**src/sv/json_string_unescape_core_assert.svh**
```systemverilog
// Assertion macros shared by the JSON string unescape modules.
`ifndef JSON_STRING_UNESCAPE_CORE_ASSERT_SVH
`define JSON_STRING_UNESCAPE_CORE_ASSERT_SVH

// Same-cycle implication, sampled on clk and masked during reset.
`define JSU_ASSERT_NOW(label, ante, cons, msg) \
    label: assert property (@(posedge clk) disable iff (!rst_n) (ante) |-> (cons)) \
        else $error(msg);

// Next-cycle implication, sampled on clk and masked during reset.
`define JSU_ASSERT_NEXT(label, ante, cons, msg) \
    label: assert property (@(posedge clk) disable iff (!rst_n) (ante) |=> (cons)) \
        else $error(msg);

`endif

```
**src/sv/jsu_pkg.sv**
```systemverilog
// Types and constants shared by the JSON string unescape modules.
package jsu_pkg;

    localparam int MAX_BYTES = 4;

    localparam logic [1:0] STATUS_BUSY   = 2'd0;
    localparam logic [1:0] STATUS_CLOSED = 2'd1;
    localparam logic [1:0] STATUS_ERROR  = 2'd2;

    // All output produced by one source byte: up to four UTF-8 bytes and a status.
    typedef struct packed {
        logic [MAX_BYTES-1:0][7:0] bytes;
        logic [2:0]                count;
        logic [1:0]                status;
    } result_t;

endpackage

```
**src/sv/jsu_decode.sv**
```systemverilog
// Token scanner: escape state, hex accumulation and UTF-8 encoding of one byte.
`include "json_string_unescape_core_assert.svh"
module jsu_decode
(
    input  logic              clk,
    input  logic              rst_n,
    input  logic              accept,
    input  logic [7:0]        in_byte,
    input  logic              source_end,
    output jsu_pkg::result_t  result
);

    localparam logic [2:0] MODE_WAIT     = 3'd0;
    localparam logic [2:0] MODE_STR      = 3'd1;
    localparam logic [2:0] MODE_ESC      = 3'd2;
    localparam logic [2:0] MODE_HEX1     = 3'd3;
    localparam logic [2:0] MODE_HIGH     = 3'd4;
    localparam logic [2:0] MODE_HIGH_BSL = 3'd5;
    localparam logic [2:0] MODE_HEX2     = 3'd6;

    localparam logic [7:0] CHR_QUOTE = 8'h22;
    localparam logic [7:0] CHR_BSL   = 8'h5C;
    localparam logic [7:0] CHR_U     = 8'h75;

    localparam logic [15:0] HIGH_FIRST = 16'hD800;
    localparam logic [15:0] HIGH_LAST  = 16'hDBFF;
    // 0x10000 - 0xDC00: offset of a surrogate pair once the low half is added whole.
    localparam logic [20:0] PAIR_OFFSET = 21'h02400;

    typedef struct packed {
        logic [3:0][7:0] bytes;
        logic [2:0]      count;
    } enc_t;

    typedef struct packed {
        logic       ok;
        logic [3:0] value;
    } hex_t;

    function automatic hex_t hex_digit(input logic [7:0] c);
        hex_t h;
        h.ok    = 1'b1;
        h.value = 4'd0;
        if (c >= 8'h30 && c <= 8'h39)
            h.value = 4'(c - 8'h30);
        else if (c >= 8'h61 && c <= 8'h66)
            h.value = 4'(c - 8'h57);
        else if (c >= 8'h41 && c <= 8'h46)
            h.value = 4'(c - 8'h37);
        else
            h.ok = 1'b0;
        return h;
    endfunction

    function automatic logic [7:0] escape_byte(input logic [7:0] c);
        logic [7:0] b;
        case (c)
            8'h6E:   b = 8'h0A;
            8'h74:   b = 8'h09;
            8'h72:   b = 8'h0D;
            8'h62:   b = 8'h08;
            8'h66:   b = 8'h0C;
            default: b = c;
        endcase
        return b;
    endfunction

    function automatic enc_t encode(input logic [20:0] cp);
        enc_t e;
        e.bytes = '0;
        e.count = 3'd0;
        if (cp <= 21'h7F) begin
            e.bytes[0] = cp[7:0];
            e.count    = 3'd1;
        end
        else if (cp <= 21'h7FF) begin
            e.bytes[0] = {3'b110, cp[10:6]};
            e.bytes[1] = {2'b10, cp[5:0]};
            e.count    = 3'd2;
        end
        else if (cp <= 21'hFFFF) begin
            e.bytes[0] = {4'b1110, cp[15:12]};
            e.bytes[1] = {2'b10, cp[11:6]};
            e.bytes[2] = {2'b10, cp[5:0]};
            e.count    = 3'd3;
        end
        else if (cp <= 21'h10FFFF) begin
            e.bytes[0] = {5'b11110, cp[20:18]};
            e.bytes[1] = {2'b10, cp[17:12]};
            e.bytes[2] = {2'b10, cp[11:6]};
            e.bytes[3] = {2'b10, cp[5:0]};
            e.count    = 3'd4;
        end
        return e;
    endfunction

    logic [2:0]  mode_reg, mode_next;
    logic [1:0]  hex_count_reg, hex_count_next;
    logic [15:0] code_accum_reg, code_accum_next;
    logic [15:0] high_half_reg, high_half_next;

    hex_t        hex;
    logic [15:0] accum_shift;
    logic        enc_en;
    logic [20:0] enc_cp;
    logic        tail_en;
    logic [7:0]  tail_byte;
    logic [1:0]  status;
    enc_t        enc;

    assign hex         = hex_digit(in_byte);
    assign accum_shift = {code_accum_reg[11:0], hex.value};

    always_comb
    begin
        mode_next       = mode_reg;
        hex_count_next  = hex_count_reg;
        code_accum_next = code_accum_reg;
        high_half_next  = high_half_reg;
        enc_en          = 1'b0;
        enc_cp          = {5'd0, high_half_reg};
        tail_en         = 1'b0;
        tail_byte       = in_byte;
        status          = jsu_pkg::STATUS_BUSY;

        unique case (mode_reg)
            MODE_STR:
            begin
                if (in_byte == CHR_QUOTE)
                    status = jsu_pkg::STATUS_CLOSED;
                else if (in_byte == CHR_BSL)
                    mode_next = MODE_ESC;
                else
                    tail_en = 1'b1;
            end
            MODE_ESC:
            begin
                mode_next = MODE_STR;
                if (in_byte == CHR_U)
                begin
                    mode_next       = MODE_HEX1;
                    hex_count_next  = 2'd0;
                    code_accum_next = 16'd0;
                end
                else
                begin
                    tail_en   = 1'b1;
                    tail_byte = escape_byte(in_byte);
                end
            end
            MODE_HEX1, MODE_HEX2:
            begin
                if (!hex.ok)
                    status = jsu_pkg::STATUS_ERROR;
                else
                begin
                    code_accum_next = accum_shift;
                    if (hex_count_reg == 2'd3)
                    begin
                        hex_count_next = 2'd0;
                        mode_next      = MODE_STR;
                        if (mode_reg == MODE_HEX2)
                        begin
                            enc_en = 1'b1;
                            enc_cp = PAIR_OFFSET + {1'b0, high_half_reg[9:0], 10'd0}
                                     + {5'd0, accum_shift};
                        end
                        else if (accum_shift >= HIGH_FIRST && accum_shift <= HIGH_LAST)
                        begin
                            high_half_next = accum_shift;
                            mode_next      = MODE_HIGH;
                        end
                        else
                        begin
                            enc_en = 1'b1;
                            enc_cp = {5'd0, accum_shift};
                        end
                    end
                    else
                        hex_count_next = hex_count_reg + 2'd1;
                end
            end
            MODE_HIGH:
            begin
                if (in_byte == CHR_BSL)
                    mode_next = MODE_HIGH_BSL;
                else
                begin
                    // The pending high half goes out alone, then the byte is ordinary text.
                    enc_en    = 1'b1;
                    mode_next = MODE_STR;
                    if (in_byte == CHR_QUOTE)
                        status = jsu_pkg::STATUS_CLOSED;
                    else
                        tail_en = 1'b1;
                end
            end
            MODE_HIGH_BSL:
            begin
                if (in_byte == CHR_U)
                begin
                    mode_next       = MODE_HEX2;
                    hex_count_next  = 2'd0;
                    code_accum_next = 16'd0;
                end
                else
                begin
                    enc_en    = 1'b1;
                    mode_next = MODE_STR;
                    tail_en   = 1'b1;
                    tail_byte = escape_byte(in_byte);
                end
            end
            default:
            begin
                if (in_byte == CHR_QUOTE)
                    mode_next = MODE_STR;
                else
                    status = jsu_pkg::STATUS_ERROR;
            end
        endcase

        // Source ended inside the token: flush a pending high half or backslash, then report the error.
        if (source_end && status == jsu_pkg::STATUS_BUSY)
        begin
            if (mode_next == MODE_HIGH)
            begin
                enc_en = 1'b1;
                enc_cp = {5'd0, high_half_next};
            end
            else if (mode_next == MODE_HIGH_BSL)
            begin
                enc_en    = 1'b1;
                enc_cp    = {5'd0, high_half_next};
                tail_en   = 1'b1;
                tail_byte = CHR_BSL;
            end
            else if (mode_next == MODE_ESC)
            begin
                tail_en   = 1'b1;
                tail_byte = CHR_BSL;
            end
            status = jsu_pkg::STATUS_ERROR;
        end

        if (status != jsu_pkg::STATUS_BUSY)
        begin
            mode_next       = MODE_WAIT;
            hex_count_next  = 2'd0;
            code_accum_next = 16'd0;
            high_half_next  = 16'd0;
        end
    end

    always_comb
    begin
        enc = enc_en ? encode(enc_cp) : '0;
        result.bytes  = enc.bytes;
        result.count  = enc.count;
        result.status = status;
        // An encoded sequence that is followed by a byte is never longer than three.
        if (tail_en)
        begin
            result.bytes[enc.count[1:0]] = tail_byte;
            result.count                 = enc.count + 3'd1;
        end
    end

    always_ff @(posedge clk or negedge rst_n)
    begin
        if (!rst_n)
        begin
            mode_reg       <= MODE_WAIT;
            hex_count_reg  <= 2'd0;
            code_accum_reg <= 16'd0;
            high_half_reg  <= 16'd0;
        end
        else if (accept)
        begin
            mode_reg       <= mode_next;
            hex_count_reg  <= hex_count_next;
            code_accum_reg <= code_accum_next;
            high_half_reg  <= high_half_next;
        end
    end

    `JSU_ASSERT_NOW(a_pair_needs_high_half,
        mode_reg == MODE_HEX2 || mode_reg == MODE_HIGH || mode_reg == MODE_HIGH_BSL,
        high_half_reg[15:10] == 6'b110110,
        "second escape of a pair without a stored high surrogate")
    `JSU_ASSERT_NOW(a_count_only_in_hex,
        hex_count_reg != 2'd0,
        mode_reg == MODE_HEX1 || mode_reg == MODE_HEX2,
        "hex digit count left over outside a unicode escape")
    `JSU_ASSERT_NEXT(a_end_of_token_clears,
        accept && result.status != jsu_pkg::STATUS_BUSY,
        mode_reg == MODE_WAIT && high_half_reg == 16'd0 && code_accum_reg == 16'd0,
        "scanner state not cleared after a closed or failed token")

endmodule

```
**src/sv/jsu_emit.sv**
```systemverilog
// Result register and byte serialiser for the decoded output stream.
`include "json_string_unescape_core_assert.svh"
module jsu_emit
(
    input  logic              clk,
    input  logic              rst_n,
    input  logic              load,
    input  jsu_pkg::result_t  result,
    output logic              load_ready,
    output logic              m_axis_tvalid,
    input  logic              m_axis_tready,
    output logic [7:0]        m_axis_tdata,
    output logic              m_axis_tlast,
    output logic [2:0]        m_axis_tuser
);

    jsu_pkg::result_t result_reg;
    logic             valid_reg;
    logic [1:0]       index_reg;
    logic [1:0]       last_index;
    logic             out_fire;
    logic             run_done;
    logic [1:0]       run_status;

    // A step with no decoded byte still yields one transfer, flagged as empty.
    assign last_index = (result_reg.count == 3'd0) ? 2'd0 : 2'(result_reg.count - 3'd1);
    assign out_fire   = m_axis_tvalid && m_axis_tready;
    assign run_done   = out_fire && m_axis_tlast;
    assign load_ready = !valid_reg || run_done;

    assign run_status    = m_axis_tlast ? result_reg.status : jsu_pkg::STATUS_BUSY;
    assign m_axis_tvalid = valid_reg;
    assign m_axis_tdata  = result_reg.bytes[index_reg];
    assign m_axis_tlast  = (index_reg == last_index);
    assign m_axis_tuser  = {run_status, (result_reg.count != 3'd0)};

    always_ff @(posedge clk or negedge rst_n)
    begin
        if (!rst_n)
        begin
            valid_reg <= 1'b0;
            index_reg <= 2'd0;
        end
        else if (load)
        begin
            valid_reg <= 1'b1;
            index_reg <= 2'd0;
        end
        else if (run_done)
            valid_reg <= 1'b0;
        else if (out_fire)
            index_reg <= index_reg + 2'd1;
    end

    always_ff @(posedge clk)
    begin
        if (load)
            result_reg <= result;
    end

    `JSU_ASSERT_NOW(a_index_in_run,
        valid_reg,
        index_reg <= last_index,
        "output index ran past the last byte of the run")
    `JSU_ASSERT_NOW(a_empty_run_single,
        valid_reg && result_reg.count == 3'd0,
        index_reg == 2'd0 && m_axis_tlast && m_axis_tdata == 8'd0,
        "empty result must be a single zero transfer")
    `JSU_ASSERT_NEXT(a_run_advances,
        out_fire && !m_axis_tlast,
        valid_reg && index_reg == $past(index_reg) + 2'd1,
        "run did not advance to its next byte")

endmodule

```
**src/sv/json_string_unescape_core.sv**
```systemverilog
// JSON string unescape core: raw source bytes in, decoded UTF-8 bytes out.
// Each accepted source byte is decoded in the cycle it is taken and its whole output (up to
// four UTF-8 bytes and a token status) lands in one result register, which then drains one
// byte per transfer. A source byte that yields zero or one byte therefore lets the input
// accept a byte every cycle while the output is not stalled; a byte that yields n > 1 bytes
// holds the result register, and so the input, until all n bytes have gone out (at most four,
// for a surrogate pair or a flushed high surrogate). Output stalls feed straight back to
// s_axis_tready. Every source byte gives at least one output transfer; tlast marks the last
// transfer of a byte, and only there does the status field carry closed or error. On error,
// bytes already sent for the broken token are to be discarded.
module json_string_unescape_core
(
    input  logic        clk,
    input  logic        rst_n,
    input  logic        s_axis_tvalid,
    output logic        s_axis_tready,
    input  logic [7:0]  s_axis_tdata,   // [7:0] in_byte
    input  logic        s_axis_tlast,   // source_end
    output logic        m_axis_tvalid,
    input  logic        m_axis_tready,
    output logic [7:0]  m_axis_tdata,   // [7:0] out_byte
    output logic        m_axis_tlast,   // run_last
    output logic [2:0]  m_axis_tuser    // [0] byte_valid, [2:1] token_status
);

    jsu_pkg::result_t result;
    logic             accept;

    assign accept = s_axis_tvalid && s_axis_tready;

    jsu_decode u_decode
    (
        .clk        (clk),
        .rst_n      (rst_n),
        .accept     (accept),
        .in_byte    (s_axis_tdata),
        .source_end (s_axis_tlast),
        .result     (result)
    );

    jsu_emit u_emit
    (
        .clk           (clk),
        .rst_n         (rst_n),
        .load          (accept),
        .result        (result),
        .load_ready    (s_axis_tready),
        .m_axis_tvalid (m_axis_tvalid),
        .m_axis_tready (m_axis_tready),
        .m_axis_tdata  (m_axis_tdata),
        .m_axis_tlast  (m_axis_tlast),
        .m_axis_tuser  (m_axis_tuser)
    );

endmodule

```
**config.mk**
```make
export PLATFORM = sky130hd
export DESIGN_NAME = json_string_unescape_core
export DESIGN_NICKNAME = d
export VERILOG_FILES = /design/src/sv/jsu_pkg.sv /design/src/sv/jsu_decode.sv /design/src/sv/jsu_emit.sv /design/src/sv/json_string_unescape_core.sv
export VERILOG_INCLUDE_DIRS = /design/src /design/src/sv
export SDC_FILE = /design/constraint.sdc
export NUM_CORES = 1
export LEC_CHECK = 0
export BUFFER_PORTS_ARGS = -buffer_cell sky130_fd_sc_hd__buf_2
export CAP_MARGIN = 20
export CORE_MARGIN = 5
export CORE_UTILIZATION = 45
export DETAILED_ROUTE_END_ITERATION = 8
export PLACE_DENSITY_LB_ADDON = 0.15
export SLEW_MARGIN = 20
export SYNTH_ARGS = -nofsm -noshare
export SYNTH_HDL_FRONTEND = slang
export SYNTH_HIERARCHICAL = 1
export SYNTH_SLANG_ARGS = --single-unit
```
**constraint.sdc**
```tcl
create_clock -name clk -period 4.32 [get_ports clk]
set_input_delay 0.432 -clock clk [delete_from_list [all_inputs] [get_ports clk]]
set_output_delay 0.432 -clock clk [all_outputs]
set_load 0.1 [all_outputs]
```
* Word level (Yosys, flattened, before mapping) *
Index checks and enable logic that the tools add are counted.

cells by class
  add/subtract/negate cells = 9
  magnitude comparators = 15
  equal/unequal tests = 22
  muxes and demuxes = 93
  reductions and logical operators = 22

operators with widths
  cell                                                    number
  two-way mux 21 bit                                      7
  two-way mux 16 bit                                      8
  two-way mux 35 bit                                      3
  two-way mux 8 bit                                       9
  == test 8 x 7 -> 1 bit (second input constant)          7
  case mux 8 bit (5 select lines)                         1
  two-way mux 12 bit                                      3
  bitwise mux 32 bit                                      1
  two-way mux 3 bit                                       10
  two-way mux 27 bit                                      1
  two-way mux 2 bit                                       13
  two-way mux 24 bit                                      1
  case mux 12 bit (2 select lines)                        1
  two-way mux 1 bit                                       23
  adder 14 x 20 -> 21 bit (first input constant)          1
  adder 21 x 16 -> 21 bit                                 1
  <= comparator 21 x 11 -> 1 bit (second input constant)  1
  <= comparator 21 x 16 -> 1 bit (second input constant)  1
  <= comparator 21 bit (second input constant)            1
  <= comparator 21 x 7 -> 1 bit (second input constant)   1
  two-way mux 19 bit                                      1
  binary-select mux 8 bit (select 2 bit)                  1
  demux 8 bit (select 2 bit)                              1
  >= comparator 16 bit (second input constant)            1
  36 further kinds                                        63

word-level totals
  flip-flop bits (word level) = 73
  input port bits = 13
  output and inout port bits = 14
  word-level logic and storage cells = 173

* Logic depth before layout (Yosys ltp) *
  depth after elaboration = 28
  gate-level depth with buffers = 20
  depth with buffers taken out = 20

* Modules after synthesis *
Netlist, hierarchy kept.

modules (own cells, without submodules)
  module                     instances  cells an instance  area an instance (µm²)  seq. area each (µm²)
  jsu_decode                 1          519                3,958.8                 825.8
  jsu_emit                   1          77                 1,612.8                 1,186.1
  json_string_unescape_core  1          1                  6.3                     0.0

* Worst setup path after synthesis *
No wires, ideal clock.

  kind = register to register
  start point = register u_emit/result_reg[2] (netlist bit)
  end point = register u_decode.code_accum_reg[4]
  setup time = 0.144 ns
  arrival = 4.353 ns
  data required time = 4.176 ns
  path slack = -0.177 ns
  cell stages (with the launch flop) = 10
  buffers on the path = 2
  clock period less this slack = 4.497 ns
  path through = edfxtp_1 -> and4bb_4 -> nor3_2 -> o31ai_2 -> and2_1 -> clkbuf_1 -> o21ai_1 -> clkbuf_1 -> nand2_1 -> o21ai_0

between the ends
  longest elaborated chain between the ends = 7
  elaborated cells on any way between the ends = 8
  classes of those cells = 1 x add/sub; 1 x eq/ne; 1 x mux; 5 x reduce/logical

RTL lines
  item                                                                 RTL line                         text
  start: declaration                                                   jsu_emit.sv:17                   jsu_pkg::result_t result_reg;
  start signal: assignment                                             jsu_emit.sv:58                   result_reg <= result;
  subtractor 2 x 1 -> 2 bit / zero test 3 bit (equally long branches)  jsu_emit.sv:26                   assign last_index = (result_reg.count == 3'd0) ? 2'd0 : 2'(result_reg.count - 3'd1);
  two-way mux 2 bit (*)                                                jsu_emit.sv:26
  == test 2 bit (*)                                                    jsu_emit.sv:34                   assign m_axis_tlast = (index_reg == last_index);
  logical AND 1 bit (*)                                                jsu_emit.sv:28                   assign run_done = out_fire && m_axis_tlast;
  logical OR 1 bit (*)                                                 jsu_emit.sv:29                   assign load_ready = !valid_reg || run_done;
  named net s_axis_tready                                              json_string_unescape_core.sv:16  output logic s_axis_tready,
  logical AND 1 bit (*)                                                json_string_unescape_core.sv:29  assign accept = s_axis_tvalid && s_axis_tready;
  named net accept                                                     json_string_unescape_core.sv:27  logic accept;
  AND reduction 4 bit (no line) (*)                                    n/a
  end signal: assignment                                               jsu_decode.sv:282                code_accum_reg <= code_accum_next;
  end: declaration                                                     jsu_decode.sv:99                 logic [15:0] code_accum_reg, code_accum_next;

Mark *: on every way through the listed nets, which the timed path passes. The rest lies on a longest branch.
A chain may end at the register's enable or synchronous reset.

==> impl_results.rst <==
.. list-table::
   :header-rows: 1

   * - Metric
     - Value
   * - FF-to-FF path depth
     - 19
   * - Final standard cell utilization of the core
     - 0.531
   * - P per Cell Area
     - 396 nW/um^2
   * - Clock buffer count from CTS
     - 9
   * - Switching Power
     - 0.00111 W
   * - Cell internal power dissipation
     - 0.00142 W
   * - Die outline width
     - 121 um
   * - Wire length of the first global-routing pass
     - 25.8 mm
   * - Number of rows created at floorplan
     - 40
   * - Part of the total power dissipated in combinational logic
     - 0.368
   * - Post-synth top cells
     - nand2_1 (65), nor2_1 (50), o21ai_0 (38), edfxtp_1 (37), dfrtp_1 (36)
   * - Iter 0 DRT Violations
     - 365
   * - H-Tree Depth
     - 3
   * - Critical path cell sequence
     - ha_1 -> ha_1 -> inv_1 -> fa_1 -> nor2b_2 -> o221a_2 -> nor2_1 -> a221oi_2 -> o2111ai_2 -> mux2i_4 -> buf_4 -> nor2_1 -> o21a_1 -> inv_2 -> ha_1 -> nand2_1 -> and2_1 -> nand2_1 -> o22ai_1
   * - Number of warning messages in the yosys log
     - 6
   * - DR vias/cell
     - 6.06
   * - Number of clock sinks seen by CTS
     - 73
   * - Static leakage
     - 2.71 nW
   * - Mapped Avg Cell Area
     - 9.34 sq um
   * - Clock transition at the registers of the reported paths
     - 0.06 ns
   * - Synthesized cell area
     - 5580 sq um
   * - Final RePlAce weighted congestion
     - 0.944
   * - Via count
     - 4976
   * - Crit path max fanout
     - 6
   * - HPWL after detailed placement
     - 12.4 mm
   * - Share of power burned in registers
     - 0.352
   * - Dominant synthesized flop cell
     - edfxtp_1
   * - Category of cells accounting for the largest share of critical-path delay
     - compound AO/OA/AOI/OAI gates
   * - Worst clock skew
     - 0.0125 ns
   * - Sequential share of the synthesized area
     - 0.361
   * - Class of the worst hold path
     - in -> async
   * - Clock Latency Late Sink
     - 0.35 ns
   * - Final-layout setup total negative slack
     - 0 ns
   * - Largest net degree at the start of global routing
     - 44
   * - Post-Route WL
     - 16.3 mm
   * - Share of power burned in the clock network
     - 0.280
   * - Cell repeated most along the worst path
     - ha_1
   * - Number of hold-slack violations in the final timing report
     - 0
   * - Floorplan Core Area
     - 12100 sq um
   * - Worst vdd rail ir drop
     - 0.000273 V
   * - Final worst-path cycle share
     - 0.945
   * - Setup slack after placement
     - 0.0547 ns
   * - Syn_nets
     - 633
   * - Status
     - finished, final reports clean
   * - Fin nets
     - 684
   * - F_max
     - 245 MHz
   * - Master cell of the clock root buffer
     - clkbuf_16
   * - Slew of the pin with the lowest slew margin
     - 0.868 ns
   * - Placed Instance Area
     - 6080 sq um
   * - Count leader, synth
     - nand2_1
   * - Post-layout total power
     - 0.00254 W
   * - Pre-antenna DRT Iters
     - 4
   * - Flops & latches, synth
     - 73
   * - CTS tree
     - done
   * - # hold bufs at CTS
     - 0
   * - Full die area
     - 14700 sq um
   * - Dominant cells by area after synthesis
     - edfxtp_1 (20%), dfrtp_1 (16%), ha_1 (4.9%)
   * - Post-route design area
     - 6400 sq um
   * - Kind of end point of the critical path
     - flop
   * - Count of buffer and inverter cells on the critical path
     - 3
   * - Relative slew slack
     - 0.421
   * - Highest-delay cell along the critical path
     - dfrtp_2
   * - Number of antenna repair diodes
     - 0
   * - Data arrival time at the worst-slack endpoint
     - 4.16 ns
   * - Critical path data required time
     - 4.40 ns
   * - Final setup violation count
     - 0
   * - Relative area change from synthesis to final layout
     - 14.7%
   * - Top-area cell type share of the netlist area
     - 0.199
   * - Antenna violations before repair
     - 0
   * - Final count of pins violating max slew
     - 0
   * - Total global routing track utilization
     - 0.226
   * - Fraction of final layout cells sized beyond drive strength 1
     - 0.182
   * - # IOs
     - 27
   * - Vertical die dimension
     - 121 um
   * - Remaining global-route overflow
     - 0
   * - Clock period minus worst slack
     - 4.08 ns
   * - DRC violations left
     - 0
   * - Synthesized instance count
     - 597
   * - WS Path Type
     - reg -> reg
   * - Post-DR wirelength/cell
     - 19.9 um
   * - Buffer depth of the longest clock path
     - 2
   * - Sw frac
     - 0.439
   * - Synth unique cells
     - 90
   * - Number of flops mapped to enable cells by yosys
     - 37
   * - Via count of the first global-routing pass
     - 4694
   * - Post-route worst setup slack
     - 0.236 ns
   * - Initial Util
     - 0.462
   * - Residual antenna-violating net count after detailed routing
     - 0
   * - Nature of the critical path startpoint
     - flop
   * - Worst stage delay on the critical path
     - 0.44 ns
   * - Share of flip-flops with an asynchronous set or reset
     - 0.493
   * - Input/output buffers
     - 26
   * - Crit path depth
     - 19
   * - Max reg flops
     - 37
   * - Largest area contributor in the synthesized netlist
     - edfxtp_1
   * - Count of maximum capacitance violations
     - 0
-- layout by cell type (no fill, tap or decap), drive strengths merged, types with 5 or more instances in the layout --
master   netlist  routed
mux2i         12      12
o2bb2ai        6       6
dfrtp         36      36
o21ai         44      44
nor3           9       9
o22a           9       9
a211oi         9       9
nor2          50      50
a31oi          5       5
a21oi         28      28
edfxtp        37      37
buf            8      68
nor2b          6       6
nand3         11      11
o31ai         10      10
or3           11      11
a21o          10      10
o21a           5       5
o211a          6       6
nand2         65      65
nor3b          6       6
and3           7       7
and2           9       9
nand2b         7       7
o22ai         21      21
mux4           8       8
inv           28      30
o221ai         6       6
ha            22      22
clkbuf        20      12
a22o           8       8
-- metal layers --
| metal | global-route usage | share of wire |
|---|---|---|
| met1 | 0.318 | 0.48 |
| met2 | 0.354 | 0.47 |
| met3 | 0.0303 | 0.039 |
| met4 | 0.0833 | 0.019 |
| met5 | 0 | 0 |
-- per-stage QoR --
step / hold slack, ns / std cells
after floorplan: 0.136 / 597
after global placement: 0.470 / 802
after detailed placement: 0.475 / 802
after CTS: 0.218 / 818
after global routing: 0.274 / 821
final: 0.196 / 821
-- final timing paths --
path / start / end / slack [ns]
max in group asynchronous: rst_n / u_decode/code_accum_reg[7] / 3.51
min in group clk: m_axis_tready / u_emit/index_reg[0] / 0.47
worst max register to register: u_decode/code_accum_reg[7] / u_emit/result_reg[10] / 0.24
worst min-delay path: rst_n / u_decode/mode_reg[2] / 0.20
worst max-delay path: u_decode/code_accum_reg[7] / u_emit/result_reg[10] / 0.24
worst min register to register: u_decode/hex_count_reg[1] / u_decode/hex_count_reg[1] / 0.48
-- timing repair --
item | in CTS | in global routing
resized for setup | 0 | 8
setup buffers | 0 | 3
endpoints found under the hold margin | 0 | 0
setup endpoints to repair | 0 | 26
-- cell type report --
type,count,area [sq um]
repair buffers,68,445
flip-flops and latches,73,2010
multi-input cells,467,3350
clock buffers,12,246
clock inverters,4,26.3
well taps,168,210
inverters,29,109
fillers,1126,5660
-- cell families (layout without fill, tap and decap cells) --
logic type / Yosys count / count (layout) / synth area share
compound gates: 201 / 201 / 0.259
xor+xnor: 6 / 6 / 0.00942
fa+ha+maj: 23 / 23 / 0.0529
buf+inv: 57 / 113 / 0.0449
flops: 73 / 73 / 0.361
mux: 24 / 24 / 0.0709
simple gates: 213 / 213 / 0.203
-- power groups by stage --
stage / Sequential (W) / Combinational (W) / Clock, W
4_1_cts: 0.000897 / 0.000937 / 0.000719
5_1_grt: 0.000907 / 0.000970 / 0.000752
2_1_floorplan: 0.000904 / 0.000781 / 0
6_report: 0.000894 / 0.000933 / 0.000709
3_3_place_gp: 0.000904 / 0.000930 / 0
3_5_place_dp: 0.000910 / 0.000936 / 0
No activity file was read; power rests on OpenSTA's default activity.
